`src/design/lfu_pkg.sv`:
```
// lfu_pkg: shared types and constants for the lfu page replacement unit
// used by lfu_ctrl, lfu_dpath and the top level; no dependencies
package lfu_pkg;

  // default geometry
  localparam int FRAMES_DEF     = 4;
  localparam int PAGE_BITS_DEF  = 16;
  localparam int COUNT_BITS_DEF = 16;
  localparam int STAMP_BITS_DEF = 32;

  // stream word widths
  localparam int IN_DATA_W  = 16;
  localparam int EVICT_W    = 16;
  localparam int FIDX_W     = 2;
  localparam int OUT_DATA_W = 24;

  typedef enum logic [1:0] {
    ST_IDLE,
    ST_SCAN,
    ST_UPDATE
  } lfu_state_t;

  // controller to datapath
  typedef struct packed {
    logic accept;  // latch request, issue first table read
    logic scan;    // evaluate one table entry
    logic update;  // write table entry and load result register
  } lfu_cmd_t;

  // datapath to controller
  typedef struct packed {
    logic scan_last;  // entry under evaluation is the last frame
    logic out_free;   // result register can take a new word
  } lfu_status_t;

endpackage

```
`src/design/lfu_ram.sv`:
```
// lfu_ram: generic single write port, single read port ram with registered read
// no dependencies
module lfu_ram #(
  parameter int WIDTH = 8,
  parameter int DEPTH = 4
) (
  input  logic                     clk,
  input  logic                     we,
  input  logic [$clog2(DEPTH)-1:0] waddr,
  input  logic [WIDTH-1:0]         wdata,
  input  logic [$clog2(DEPTH)-1:0] raddr,
  output logic [WIDTH-1:0]         rdata
);

  logic [WIDTH-1:0] mem [DEPTH];

  always_ff @(posedge clk) begin
    if (we) begin
      mem[waddr] <= wdata;
    end
    rdata <= mem[raddr];
  end

endmodule

```
`src/design/lfu_ctrl.sv`:
```
// lfu_ctrl: request sequencer (idle, scan, update) for the lfu unit
// depends on lfu_pkg
module lfu_ctrl (
  input  logic                clk,
  input  logic                rst,
  input  logic                in_valid,
  output logic                in_ready,
  input  lfu_pkg::lfu_status_t status,
  output lfu_pkg::lfu_cmd_t    cmd
);

  import lfu_pkg::*;

  lfu_state_t state, state_next;

  always_ff @(posedge clk) begin
    if (rst) begin
      state <= ST_IDLE;
    end else begin
      state <= state_next;
    end
  end

  always_comb begin
    state_next = state;
    in_ready   = 1'b0;
    cmd        = '0;
    unique case (state)
      ST_IDLE: begin
        // no word is taken while reset is held
        in_ready = !rst;
        if (in_valid && !rst) begin
          cmd.accept = 1'b1;
          state_next = ST_SCAN;
        end
      end
      ST_SCAN: begin
        cmd.scan = 1'b1;
        if (status.scan_last) begin
          state_next = ST_UPDATE;
        end
      end
      ST_UPDATE: begin
        if (status.out_free) begin
          cmd.update = 1'b1;
          state_next = ST_IDLE;
        end
      end
      default: begin
        state_next = ST_IDLE;
      end
    endcase
  end

endmodule

```
`src/design/lfu_dpath.sv`:
```
// lfu_dpath: frame table, scan registers, victim selection and result register
// depends on lfu_pkg and lfu_ram
module lfu_dpath #(
  parameter int FRAMES     = lfu_pkg::FRAMES_DEF,
  parameter int PAGE_BITS  = lfu_pkg::PAGE_BITS_DEF,
  parameter int COUNT_BITS = lfu_pkg::COUNT_BITS_DEF,
  parameter int STAMP_BITS = lfu_pkg::STAMP_BITS_DEF
) (
  input  logic                             clk,
  input  logic                             rst,
  input  lfu_pkg::lfu_cmd_t                cmd,
  output lfu_pkg::lfu_status_t             status,
  input  logic [lfu_pkg::IN_DATA_W-1:0]    in_data,
  output logic                             out_valid,
  input  logic                             out_ready,
  output logic [lfu_pkg::OUT_DATA_W-1:0]   out_data
);

  import lfu_pkg::*;

  localparam int IDX_W   = $clog2(FRAMES);
  localparam int ENTRY_W = PAGE_BITS + COUNT_BITS + STAMP_BITS;
  localparam logic [IDX_W-1:0]      LAST_IDX  = IDX_W'(FRAMES - 1);
  localparam logic [COUNT_BITS-1:0] COUNT_MAX = '1;
  localparam logic [STAMP_BITS-1:0] STAMP_MAX = '1;

  // request and scan registers
  logic [PAGE_BITS-1:0]  page;
  logic [STAMP_BITS-1:0] tick;
  logic [IDX_W-1:0]      idx;
  logic                  found;
  logic [IDX_W-1:0]      hit_slot;
  logic [COUNT_BITS-1:0] hit_count;
  logic                  free_found;
  logic [IDX_W-1:0]      free_slot;
  logic [IDX_W-1:0]      best_slot;
  logic [COUNT_BITS-1:0] best_count;
  logic [STAMP_BITS-1:0] best_stamp;
  logic [PAGE_BITS-1:0]  best_page;
  logic [FRAMES-1:0]     valid;

  // table ram access
  logic [IDX_W-1:0]   raddr;
  logic [ENTRY_W-1:0] rdata;
  logic [IDX_W-1:0]   waddr;
  logic [ENTRY_W-1:0] wdata;

  logic [PAGE_BITS-1:0]  e_page;
  logic [COUNT_BITS-1:0] e_count;
  logic [STAMP_BITS-1:0] e_stamp;
  logic                  e_valid;
  logic                  e_better;

  logic [COUNT_BITS-1:0] new_count;
  logic                  replaced;

  assign e_page  = rdata[PAGE_BITS-1:0];
  assign e_count = rdata[PAGE_BITS +: COUNT_BITS];
  assign e_stamp = rdata[PAGE_BITS+COUNT_BITS +: STAMP_BITS];
  assign e_valid = valid[idx];

  // strict compares keep the lowest slot on full ties
  assign e_better = (idx == '0) || (e_count < best_count) ||
                    ((e_count == best_count) && (e_stamp < best_stamp));

  assign status.scan_last = (idx == LAST_IDX);
  assign status.out_free  = !out_valid || out_ready;

  // frame 0 is read while the request is taken, then one frame ahead of idx
  always_comb begin
    if (cmd.accept || status.scan_last) begin
      raddr = '0;
    end else begin
      raddr = idx + 1'b1;
    end
  end

  assign replaced = !found && !free_found;

  always_comb begin
    if (found) begin
      waddr = hit_slot;
    end else if (free_found) begin
      waddr = free_slot;
    end else begin
      waddr = best_slot;
    end
  end

  always_comb begin
    if (!found) begin
      new_count = COUNT_BITS'(1);
    end else if (hit_count == COUNT_MAX) begin
      new_count = hit_count;
    end else begin
      new_count = hit_count + 1'b1;
    end
  end

  assign wdata = {tick, new_count, page};

  lfu_ram #(
    .WIDTH (ENTRY_W),
    .DEPTH (FRAMES)
  ) u_table (
    .clk   (clk),
    .we    (cmd.update),
    .waddr (waddr),
    .wdata (wdata),
    .raddr (raddr),
    .rdata (rdata)
  );

  // control state
  always_ff @(posedge clk) begin
    if (rst) begin
      tick      <= '0;
      valid     <= '0;
      out_valid <= 1'b0;
    end else begin
      if (cmd.accept && (tick != STAMP_MAX)) begin
        tick <= tick + 1'b1;
      end
      if (cmd.update) begin
        valid[waddr] <= 1'b1;
        out_valid    <= 1'b1;
      end else if (out_ready) begin
        out_valid <= 1'b0;
      end
    end
  end

  // payload
  always_ff @(posedge clk) begin
    if (cmd.accept) begin
      page       <= PAGE_BITS'(in_data);
      idx        <= '0;
      found      <= 1'b0;
      free_found <= 1'b0;
    end
    if (cmd.scan) begin
      if (e_valid && (e_page == page) && !found) begin
        found     <= 1'b1;
        hit_slot  <= idx;
        hit_count <= e_count;
      end
      if (!e_valid && !free_found) begin
        free_found <= 1'b1;
        free_slot  <= idx;
      end
      if (e_better) begin
        best_slot  <= idx;
        best_count <= e_count;
        best_stamp <= e_stamp;
        best_page  <= e_page;
      end
      if (!status.scan_last) begin
        idx <= idx + 1'b1;
      end
    end
    if (cmd.update) begin
      out_data <= {{(OUT_DATA_W - EVICT_W - FIDX_W - 2){1'b0}},
                   (replaced ? EVICT_W'(best_page) : EVICT_W'(0)),
                   replaced,
                   FIDX_W'(waddr),
                   found};
    end
  end

endmodule

```
`src/design/lfu_page_replacement_unit.sv`:
```
// lfu_page_replacement_unit: top level of the lfu page replacement unit
// depends on lfu_pkg, lfu_ctrl, lfu_dpath and lfu_ram
//
//  channel    | dir | handshake                 | word
//  -----------+-----+---------------------------+------------------------------------
//  request    | in  | s_axis_tvalid/tready      | s_axis_tdata[15:0] page_number
//  result     | out | m_axis_tvalid/tready      | m_axis_tdata: hit, frame_index,
//             |     |                           |   replaced, evicted_page, zero pad
//
// each request takes the word and starts the table read, walks the table one
// frame at a time through its single read port, then writes the chosen frame
// back and loads the result register
// a finished result sits in its own register, so the next request is taken
// while that word waits on m_axis_tready; only a second result stalls the update
// reset (rst, synchronous) clears the frame valid bits and the time counter;
// no clearing pass, the table ram is read only behind its valid bits
//
// page replacement: hit refreshes count (saturating) and stamp, a miss fills
// the lowest free frame, else the least count frame is evicted, ties to the
// oldest stamp, then to the lowest frame
module lfu_page_replacement_unit #(
  parameter int FRAMES     = lfu_pkg::FRAMES_DEF,
  parameter int PAGE_BITS  = lfu_pkg::PAGE_BITS_DEF,
  parameter int COUNT_BITS = lfu_pkg::COUNT_BITS_DEF,
  parameter int STAMP_BITS = lfu_pkg::STAMP_BITS_DEF
) (
  input  logic                           clk,
  input  logic                           rst,
  // request word
  input  logic                           s_axis_tvalid,
  output logic                           s_axis_tready,
  input  logic [lfu_pkg::IN_DATA_W-1:0]  s_axis_tdata,   // [15:0] page_number
  // result word
  output logic                           m_axis_tvalid,
  input  logic                           m_axis_tready,
  output logic [lfu_pkg::OUT_DATA_W-1:0] m_axis_tdata    // [0] hit, [2:1] frame_index,
                                                         // [3] replaced,
                                                         // [19:4] evicted_page,
                                                         // [23:20] zero
);

  import lfu_pkg::*;

  // command and status between sequencer and datapath
  lfu_cmd_t    cmd;
  lfu_status_t status;

  // sequencer: idle, walk the table, update
  lfu_ctrl u_ctrl (
    .clk      (clk),
    .rst      (rst),
    .in_valid (s_axis_tvalid),
    .in_ready (s_axis_tready),
    .status   (status),
    .cmd      (cmd)
  );

  // frame table, scan and victim registers, result register
  lfu_dpath #(
    .FRAMES     (FRAMES),
    .PAGE_BITS  (PAGE_BITS),
    .COUNT_BITS (COUNT_BITS),
    .STAMP_BITS (STAMP_BITS)
  ) u_dpath (
    .clk       (clk),
    .rst       (rst),
    .cmd       (cmd),
    .status    (status),
    .in_data   (s_axis_tdata),
    .out_valid (m_axis_tvalid),
    .out_ready (m_axis_tready),
    .out_data  (m_axis_tdata)
  );

endmodule
```
`config.mk`:
```
export PLATFORM = sky130hd
export DESIGN_NAME = lfu_page_replacement_unit
export DESIGN_NICKNAME = d
export VERILOG_FILES = /design/src/design/lfu_pkg.sv /design/src/design/lfu_ram.sv /design/src/design/lfu_ctrl.sv /design/src/design/lfu_dpath.sv /design/src/design/lfu_page_replacement_unit.sv
export SDC_FILE = /design/constraint.sdc
export NUM_CORES = 1
export LEC_CHECK = 0
export BUFFER_PORTS_ARGS = -buffer_cell sky130_fd_sc_hd__buf_4
export CAP_MARGIN = 10
export CORE_MARGIN = 2
export CORE_UTILIZATION = 35
export CTS_BUF_LIST = sky130_fd_sc_hd__clkbuf_8
export CTS_CLUSTER_SIZE = 8
export DETAILED_ROUTE_END_ITERATION = 7
export SYNTH_ARGS = -nofsm -noshare
export SYNTH_HDL_FRONTEND = slang
export SYNTH_SLANG_ARGS = --single-unit
export TNS_END_PERCENT = 30
```
`constraint.sdc`:
```
create_clock -name clk -period 26.2 [get_ports clk]
set_input_delay 3.93 -clock clk [delete_from_list [all_inputs] [get_ports clk]]
set_output_delay 3.93 -clock clk [all_outputs]
set_load 0.02 [all_outputs]
```
==> impl_summary.md <==
Routing
For this block, the via count after detailed routing is 10393. The top routing layer in use is met4. The number of DRC violations after detailed routing is 0.

The mean routed wirelength per cell is 18.2 µm. Summed over all nets, wire length on met3 after detailed routing comes to 1.50 mm. After detailed routing, the met2 layer carries 18.1 mm of wire. In the routed layout, each cell is associated on average with a via count of approximately 4.9.

For this run, the detailed router's first-pass iteration total came to 5. The detailed-route wire length is 38.3 mm. The detailed router put a total of 17.9 mm of wire on met1. The residual antenna-violating net count after detailed routing is 0. The DRC violation total after the first TritonRoute iteration is 668.

Critical path
Data on the critical path arrives at its endpoint at 4.57 ns. The slack of the worst reg-to-reg path is 22.11 ns. The category of the worst setup path capture point is a primary output. The reg-to-reg critical path startpoint is u_ctrl.state[1]. The critical path launch point type is an input pin. The critical path required time is between 20 and 25 ns.

The capture point of the worst reg-to-reg path is u_dpath.u_table.mem[1][36]. For the worst flop-to-flop path, the logic depth is 6. The standard cell with the maximum stage delay on the critical path is sky130_fd_sc_hd__buf_4.

The maximum fanout along the worst path is 40. The critical path is of the in2out type. The cell that appears most often on the critical path is sky130_fd_sc_hd__buf_4. For this run, the slowest stage of the critical path takes 0.25 ns.

The cell family with the largest share of critical-path delay is buffers and inverters. The signal on the critical path passes through buf_4, nor3_4, buf_4. The number of buffers and inverters on the critical path is 2.

STA
The clock period minus final worst setup slack is around 8.5 ns. The final hold violation count is 0. The count of pins over their slew limit was 0.

The worst-margin pin slew is 1.19 ns. The setup clock skew after layout is 0.0240 ns. The relative slew slack is 20.2%. Setup repair after global routing left no endpoint under its margin. The maximum frequency from static timing analysis is 118 MHz. The sum of negative setup slack is 0 ns. Setup violations remaining at the end of the flow were counted as 0. The final cycle utilization of the critical path is 32.4%.

Clocking
The later pin in the worst-skew pair is clocked with a latency of around 0.63 ns. Counting the buffers created by CTS gives 78. The tree built by TritonCTS fans out to 485 sinks.

The post-cts hold buffer count is 0. Post-CTS timing repair inserted 0 buffers for setup. Once the clock tree was built, the resizer swapped 0 gates to a different size. In this run the deepest clock path goes through 3 buffers. The buffer cell driving the clock tree root is sky130_fd_sc_hd__clkbuf_8. CTS built an H-tree with a depth of 3. The clock transition at the registers of the reported paths is 0.06 ns. The CTS tree is done.

Logic synthesis
The library cell with the largest summed area after synthesis is sky130_fd_sc_hd__edfxtp_1. In the post-synthesis netlist, the biggest area contributors are sky130_fd_sc_hd__edfxtp_1 (61%), sky130_fd_sc_hd__dfxtp_1 (12%), sky130_fd_sc_hd__o22ai_2 (4.0%). The commonest cells after synthesis are sky130_fd_sc_hd__edfxtp_1 (378), sky130_fd_sc_hd__nand2_1 (161), sky130_fd_sc_hd__dfxtp_1 (107). The library cell with the highest instance count after synthesis is sky130_fd_sc_hd__edfxtp_1. The most frequently used flop master after synthesis is sky130_fd_sc_hd__edfxtp_1.

For this run, the register share of the synthesized area comes to between 70% and 80%. The instance count of the mapped netlist is 1259. A synthesized cell averages 14.7 µm².

After synthesis, the share of flip-flops with an asynchronous set or reset is 0%. The cell area after synthesis is 18600 µm². The area share of the largest cell type after synthesis is between 60 and 70%. The count of warnings emitted by yosys is 0. The number of flops mapped to enable cells by yosys is around 380.

The count of distinct cell types in the synthesized netlist is between 60 and 70. The flip-flop and latch count after synthesis is 485.

Global route
The via count of the first global-routing pass is 10447. The total routing usage reported by global routing is 14.1%. The residual overflow from global routing is 0. The wire length of the first global-routing pass is 59.1 mm.

The number of antenna violations at the first check in global routing was 0. The pin count of the biggest net entering global routing is 67.

Cells and area
The final core area utilization is between 40% and 50%. The final cell count without fillers is 2103. The fraction of layout instances using a drive strength above 1 is between 10% and 20%. The final-stage net count is 1422. The filler cell count is a little under 5000. The growth of design area from synthesis to finish is 13.6%.

Placement
The HPWL reported at the end of detailed placement is 20.8 mm. At the end of routability-driven placement, the weighted congestion stood at 0.738. The placed cell count is 1958. In this run the tool buffered the top-level ports with 41 buffer cells.

Pwr
The total power divided by cell area is 97.8 nW/µm². Across the VDD grid, the largest voltage drop is roughly 0.10 mV. In this run the static leakage power is 7.71 nW.

Job
The number of max-capacitance violations reported is 0.

Floorplan
The die covers 54900 µm². In this run the core area contains between 80 and 90 standard-cell rows. Once the floorplan was initialized, standard cells occupied 35.3% of the core. The I/O pin count is 46. In this run the vertical extent of the chip is 234 µm. After floorplanning, the core was sized to cover 52600 µm².

The x dimension of the die is 234 µm.

Hold path
In this run the most critical hold path is launched from u_dpath.u_table.rdata[32]. The tightest min-delay check is of the reg2reg type. The destination of the worst hold path is u_dpath.best_stamp[0]. The worst hold path was traced through 0 stages.

Run status
The flow ran to the end, and the final reports show no timing, DRC or antenna violations.
==> cells in the final DEF (no fill, tap or decap), types with 25 or more instances in the layout <==
master / count
sky130_fd_sc_hd__inv_1: 103
sky130_fd_sc_hd__o22ai_2: 60
sky130_fd_sc_hd__dfxtp_1: 107
sky130_fd_sc_hd__nor2_1: 49
sky130_fd_sc_hd__ha_1: 51
sky130_fd_sc_hd__xnor2_1: 27
sky130_fd_sc_hd__nand2_1: 160
sky130_fd_sc_hd__edfxtp_1: 378
sky130_fd_sc_hd__nand4_1: 25
sky130_fd_sc_hd__a21oi_1: 36
sky130_fd_sc_hd__clkbuf_8: 90
sky130_fd_sc_hd__a31oi_1: 67
sky130_fd_sc_hd__buf_4: 54
==> registers in the layout, summed over array words and instances, names as in the netlist <==
name                   cells
u_dpath.u_table.rdata     64
u_dpath.out_valid          1
u_dpath.best_count        16
u_dpath.free_found         1
u_ctrl.state               2
u_dpath.found              1
u_dpath.valid              4
u_dpath.page              16
u_dpath.best_slot          2
u_dpath.out_data          20
u_dpath.hit_slot           2
u_dpath.best_stamp        32
u_dpath.free_slot          2
u_dpath.idx                2
u_dpath.hit_count         16
u_dpath.u_table.mem      256
u_dpath.best_page         16
u_dpath.tick              32
==> cell families after synthesis <==
| group | count (synthesis) | synth area share [%] |
|---|---|---|
| compound gates | 217 | 9.36 |
| other cells | 1 | 0.0202 |
| mux | 8 | 0.499 |
| flops | 485 | 72.7 |
| fa+ha+maj | 51 | 3.44 |
| simple gates | 350 | 9.31 |
| buf+inv | 108 | 2.85 |
| xor+xnor | 39 | 1.84 |
==> worst max-delay path by stage <==
stage	from	slack (ns)	end	cells after the start
2_1_floorplan	m_axis_tready	17.08	u_dpath.u_table.mem[3][0]	3
3_3_place_gp	rst	17.71	s_axis_tready	3
3_5_place_dp	rst	17.70	s_axis_tready	3
4_1_cts	rst	17.70	s_axis_tready	3
5_1_grt	rst	17.65	s_axis_tready	3
6_report	rst	17.70	s_axis_tready	3
==> metal layers <==
layer | vias up | track usage (%)
li1 | 4904 | -
met5 | - | 0
met2 | 187 | 23.0
met3 | 62 | 2.88
met1 | 5240 | 19.0
met4 | 0 | 4.40
==> per-stage QoR <==
step | setup slack [ns] | power [mW] | area [µm²] | hold WS, ns
6_report | 17.70 | 2.06 | 21100 | 0.434
5_1_grt | 17.65 | 2.17 | 21100 | 0.449
4_1_cts | 17.70 | 2.09 | 21100 | 0.434
3_5_place_dp | 17.70 | 1.48 | 19600 | 0.426
3_3_place_gp | 17.71 | 1.47 | 19600 | 0.416
2_1_floorplan | 17.08 | 1.35 | 18600 | 0.400
==> area by class of cell <==
| type | instances | area [µm²] | share of cell area (%) |
|---|---|---|---|
| clock inverter | 53 | 236 | 1.12 |
| multi-input combinational | 669 | 4610 | 21.9 |
| clock buffer | 90 | 1240 | 5.87 |
| inverter | 63 | 239 | 1.13 |
| sequential | 485 | 13500 | 64.0 |
| antenna | 1 | 2.50 | 0.0119 |
| tap | 688 | 861 | 4.08 |
| timing repair buffer | 54 | 405 | 1.92 |
==> power breakdown <==
group          total (mW)  switching, mW  internal [mW]
Sequential          0.969         0.0414          0.928
Combinational       0.489          0.314          0.174
Clock               0.605          0.290          0.315
Total                2.06          0.646           1.42
(Power assumes the default switching activity.)
